--- config.mk ---
export PLATFORM = sky130hd
export DESIGN_NAME = osm_cell
export DESIGN_NICKNAME = d
export VERILOG_FILES = /design/src/rtl/osm_pkg.sv /design/src/rtl/osm_cell.sv
export SDC_FILE = /design/constraint.sdc
export NUM_CORES = 1
export LEC_CHECK = 0
export ABC_CLOCK_PERIOD_IN_PS = 3810
export BUFFER_PORTS_ARGS = -buffer_cell sky130_fd_sc_hd__buf_2
export CAP_MARGIN = 25
export CORE_MARGIN = 2
export CORE_UTILIZATION = 40
export CTS_CLUSTER_SIZE = 12
export DETAILED_ROUTE_END_ITERATION = 10
export PLACE_DENSITY = 0.81
export SYNTH_ARGS = -nofsm -noshare
export SYNTH_HDL_FRONTEND = slang
export SYNTH_SLANG_ARGS = --single-unit
--- constraint.sdc ---
create_clock -name clk -period 3.81 [get_ports clk]
set_input_delay 0.5715 -clock clk [delete_from_list [all_inputs] [get_ports clk]]
set_output_delay 0.5715 -clock clk [all_outputs]
set_load 0.03 [all_outputs]
--- src/rtl/osm_pkg.sv ---
`timescale 1ns / 1ps
// Package for the order-statistics multiset: action and status codes,
// the control bundle sent to the cell row, and default sizes. No dependencies.
package osm_pkg;

    localparam int OSM_CAPACITY  = 1024;
    localparam int OSM_KEY_WIDTH = 32;

    typedef enum logic [2:0] {
        ACT_INSERT = 3'd0,
        ACT_DELETE = 3'd1,
        ACT_RANK   = 3'd2,
        ACT_KTH    = 3'd3,
        ACT_PRED   = 3'd4,
        ACT_SUCC   = 3'd5
    } osm_action_t;

    typedef enum logic [1:0] {
        ST_OK   = 2'd0,
        ST_NONE = 2'd1,
        ST_FULL = 2'd2
    } osm_status_t;

    // Strobes from the sequencer to every cell of the row.
    typedef struct packed {
        logic cmp;   // latch compare flags against the incoming key
        logic ins;   // open a slot and write the insert key
        logic del;   // close the slot of the first equal key
    } osm_ctrl_t;

endpackage

--- src/rtl/osm_cell.sv ---
`timescale 1ns / 1ps
// One slot of the sorted key row: holds a key, compares it with a broadcast
// key, and shifts to or from its neighbors. Depends on osm_pkg.
module osm_cell
    import osm_pkg::*;
#(
    parameter int KEY_WIDTH = OSM_KEY_WIDTH,
    parameter int IDX_WIDTH = 10,
    parameter int CNT_WIDTH = 11,
    parameter int INDEX     = 0
)
(
    input  logic                 clk,
    input  logic                 rst_n,
    input  osm_ctrl_t            ctrl,
    input  logic [KEY_WIDTH-1:0] cmp_key,
    input  logic [KEY_WIDTH-1:0] ins_key,
    input  logic [CNT_WIDTH-1:0] key_count,
    input  logic [KEY_WIDTH-1:0] left_key,
    input  logic                 left_le,
    input  logic [KEY_WIDTH-1:0] right_key,
    input  logic [IDX_WIDTH-1:0] sel_idx,
    output logic [KEY_WIDTH-1:0] key_q,
    output logic                 lt,
    output logic                 le,
    output logic [KEY_WIDTH-1:0] sel_key
);

    logic [KEY_WIDTH-1:0] key_reg;
    logic                 lt_reg;
    logic                 le_reg;
    logic                 occ;

    assign occ = CNT_WIDTH'(INDEX) < key_count;

    always_ff @(posedge clk or negedge rst_n)
    begin
        if (!rst_n)
        begin
            lt_reg <= 1'b0;
            le_reg <= 1'b0;
        end
        else if (ctrl.cmp)
        begin
            lt_reg <= occ && (key_reg < cmp_key);
            le_reg <= occ && (key_reg <= cmp_key);
        end
    end

    // Slots at or past the insert point move one place up; slots at or past
    // the delete point take the key from above.
    always_ff @(posedge clk)
    begin
        if (ctrl.ins && !le_reg)
        begin
            key_reg <= left_le ? ins_key : left_key;
        end
        else if (ctrl.del && !lt_reg)
        begin
            key_reg <= right_key;
        end
    end

    assign key_q   = key_reg;
    assign lt      = lt_reg;
    assign le      = le_reg;
    assign sel_key = (sel_idx == IDX_WIDTH'(INDEX)) ? key_reg : '0;

endmodule

[After elaboration in Yosys (flattened, before gate mapping)]
Index checks and enable logic that the tools add are counted.
Storage, ports and cells
  bits in registers: 34
  input bits: 155
  output and inout bits: 66
  word-level logic and storage cells: 18
Operators by class
  reduce and logical (&&, ||, !) cells: 8
  order comparisons: 3
  muxes and demuxes: 4
Operators with widths (count)
  $mux 32: 4
  $le 32x32->1: 1
  $lt 32x32->1: 1
  $lt 1x11->1 const A: 1
  $logic_not 10->1: 1
  $logic_and 1x1->1: 4
  $logic_not 1->1: 2
  $reduce_bool 2->1: 1

[Depth between registers and ports, before layout]
  depth after elaboration: 4
  depth in mapped cells: 7
  depth with buffers taken out: 7

[Worst setup path after synthesis]
No wires, ideal clock.
  path kind: input to register
  from: input port ctrl[0] (netlist bit)
  to: register key_reg[0] (netlist: key_q[0]), enable pin
  data required time: 3344 ps
  slack: 455 ps
  buffers on the path: 0
  arrival time: 2889 ps
  setup time: 466 ps
  cell stages on the path: 2
  cells stage by stage: inv_1 -> o21ai_0
On the way
  cells in the longest elaborated chain, start to end: 2
RTL lines
  from (decl): RTL line osm_cell.sv:15  | input osm_ctrl_t ctrl,
  $logic_and 1x1->1: RTL line osm_cell.sv:58  | else if (ctrl.del && !lt_reg)
  $reduce_bool 2->1 (no line)
  to (signal assigned): RTL line osm_cell.sv:56  | key_reg <= left_le ? ins_key : left_key;
  to (signal assigned): RTL line osm_cell.sv:60  | key_reg <= right_key;
  to (decl): RTL line osm_cell.sv:29  | logic [KEY_WIDTH-1:0] key_reg;
Every way passes these cells.
A chain may end at the register's enable or synchronous reset.

[Worst setup path after layout]
  from: input port sel_idx[5]
  to: output port sel_key[12]
On the way
  cells in the longest elaborated chain, start to end: 2
RTL lines
  from (decl): RTL line osm_cell.sv:22  | input logic [IDX_WIDTH-1:0] sel_idx,
  $logic_not 10->1: RTL line osm_cell.sv:67  | assign sel_key = (sel_idx == IDX_WIDTH'(INDEX)) ? key_reg : '0;
  $mux 32: RTL line osm_cell.sv:67
  to (decl): RTL line osm_cell.sv:26  | output logic [KEY_WIDTH-1:0] sel_key
Every way passes these cells.

==> impl_metrics.toml <==
[logic_synthesis]
synth_top_area_frac = 0.341
ys_warn_count = 0
synth.area.top_cells = "edfxtp_1 (34%), ha_1 (14%), mux2i_1 (11%), and2_2 (7.5%), o21ai_0 (6.9%)"
synth_cells = 303
syn_area_per_cell_um2 = 9.29
yosysSeqAreaShare = 0.359
yosysMostFrequentCell = "o21ai_0"
yosys.area.top_type = "edfxtp_1"
ys.flop_type = "edfxtp_1"
syn_area_um2 = 2810
syn_nets = 490
synth_common_cells = "o21ai_0 (39), nand2_1 (38), inv_1 (35)"
async_flop_share = 0.0588
synth_edf_count = 32
synth_cell_type_count = 34
ys_ff_latch = 34

[drt]
drc_errors = 0
drtIter0Drc = 162
dr.pass1.iters = 4
viasPerCell = 4.81
wl_um = 8570
dr_total_vias = 2961
wl_per_cell_um = 13.9
ant_nets = 0

[clock_network]
cts_root_buf = "clkbuf_8"
cts_buffers = 5
cts_setup_buffers = 0
clock_latency_ns = 0.28
ctsResizeCount = 0
cts_tree = "built"
postCtsHoldBufs = 0
clockBufferDepth = 2
cts_htree_levels = 2
path_clk_slew_ns = 0.07
cts.sinks = 34

[power_and_ir_drop]
p_per_area_nw_per_um2 = 337
vdd.ir_drop.worst_mv = 0.153
cellLeakagePower_nw = 2.30

[global_route]
track_usage = 0.213
grt_pass1_vias = 2836
grt-ovfl-total = 0
grt_max_degree = 35
antenna_found_initial = 0
grt_pass1_wl_um = 12700

[timing]
maxSlewViolCount = 0
setup-tns-final_ns = 0
rsz0062_at_grt = "no"
max_freq_mhz = 367
fin_crit_ns = 2.73
skew_ns = 0.00376
relSlewSlack = 0.355
hold_violations = 0
setup_viol = 0
finalCritPeriodShare = 0.715
tightest_slew_ns = 0.968

[die]
dieArea_um2 = 7720
io_pins = 221
die_width_um = 87.9
die_h_um = 87.9
start_util = 0.414
coreArea_um2 = 6790
num_rows = 30

[outcome]
status = "finished clean"

[setup_path]
worstSetupPathType = "in2out"
cp-end-kind = "output pin"
cp_max_fo = 32
crit_end = "sel_key[12]"
worstReg2RegStart = "key_q[27]$_DFFE_PP_"
rr_endpoint = "le$_DFFE_PN0P_"
worstSetupStartpoint = "sel_idx[5]"
cp.required_ns = 3.24
r2r_slack_ns = 1.74
rr_worst_depth = 6
worstSetupStartpointType = "primary input"
worstPathArrival_ns = 2.15

[finish]
antenna_cells_inserted = 0
stdcell_count = 616
layout-area-overhead-vs-synth_pct = 46.2
largest_reg_flops = 32
layout.nets = 706
layout-drive-gt1-share = 0.506

[placed_design]
place.gp.congestion = 0.781
place_hpwl_um = 7070
dp_cells = 607
numPortBuffers = 220

[min_path]
worstHoldPathType = "in2async"

[flow_run]
max_cap_viol_count = 0
[cell type report]
type,count,area [um2]
timing repair buffer,223,1140
clock buffer,7,86.3
tap,96,120
inverter,35,131
fill,613,2680
clock inverter,1,5.00
sequential,34,1010
multi-input combinational,220,1630
[cells by family after synthesis]
group,synth area share
mux,0.114
compound gates,0.123
flops,0.359
fa+ha+maj,0.142
simple gates,0.194
buf+inv,0.0680
[cell usage in the layout (no fill, tap or decap), types with 2 or more instances in the layout]
master	instances
a21oi_1	11
buf_2	220
nand2_1	38
nand3_1	2
and4_1	3
o211ai_1	2
and2_1	4
nor4_1	3
inv_1	35
or4_1	2
ha_1	32
mux2i_1	32
clkbuf_8	6
and2_2	28
dfrtp_1	2
nor3_1	2
nand4_1	5
nor2_1	3
edfxtp_1	32
o21ai_0	38
buf_4	2
a211oi_1	2
[how the worst min path moves through the flow]
stage          start              to  slack, ns  cells past startpoint
2_1_floorplan  rst_n  le$_DFFE_PN0P_       0.28                      0
3_3_place_gp   rst_n  lt$_DFFE_PN0P_       0.36                      1
3_5_place_dp   rst_n  lt$_DFFE_PN0P_       0.36                      1
4_1_cts        rst_n  lt$_DFFE_PN0P_       0.06                      1
5_1_grt        rst_n  le$_DFFE_PN0P_       0.05                      1
6_report       rst_n  lt$_DFFE_PN0P_       0.07                      1
[worst max-delay path: stages]
cell and delay (ns):
buf_2 0.10, or4_4 0.53, nor4_4 0.21, buf_4 0.34, and2_2 0.20, buf_2 0.19
[per-stage QoR]
| step | setup WS [ns] | cell area, um2 | hold slack (ns) | utilization | power (mW) |
|---|---|---|---|---|---|
| finish | 1.08 | 4120 | 0.0666 | 0.606 | 1.39 |
| global route | 1.06 | 4120 | 0.0508 | 0.606 | 1.48 |
| CTS | 1.10 | 4100 | 0.0571 | 0.603 | 1.39 |
| detailed placement | 1.11 | 4000 | 0.358 | 0.589 | 1.12 |
| global placement | 1.16 | 4000 | 0.356 | 0.589 | 1.09 |
| floorplan | 0.455 | 2810 | 0.276 | - | 0.897 |
[power breakdown]
group	switching, mW	internal (mW)
Clock	0.127	0.146
Sequential	0.0557	0.503
Combinational	0.344	0.211
Total	0.526	0.860
[metal layers]
metal / vias up / share of wire / GRT usage
met1: 1343 / 0.41 / 0.256
met3: 10 / 0.049 / 0.0245
met5: - / 0 / 0
met4: 0 / 0.017 / 0.0741
li1: 1500 / - / -
met2: 108 / 0.52 / 0.391
(Power assumes the default switching activity.)
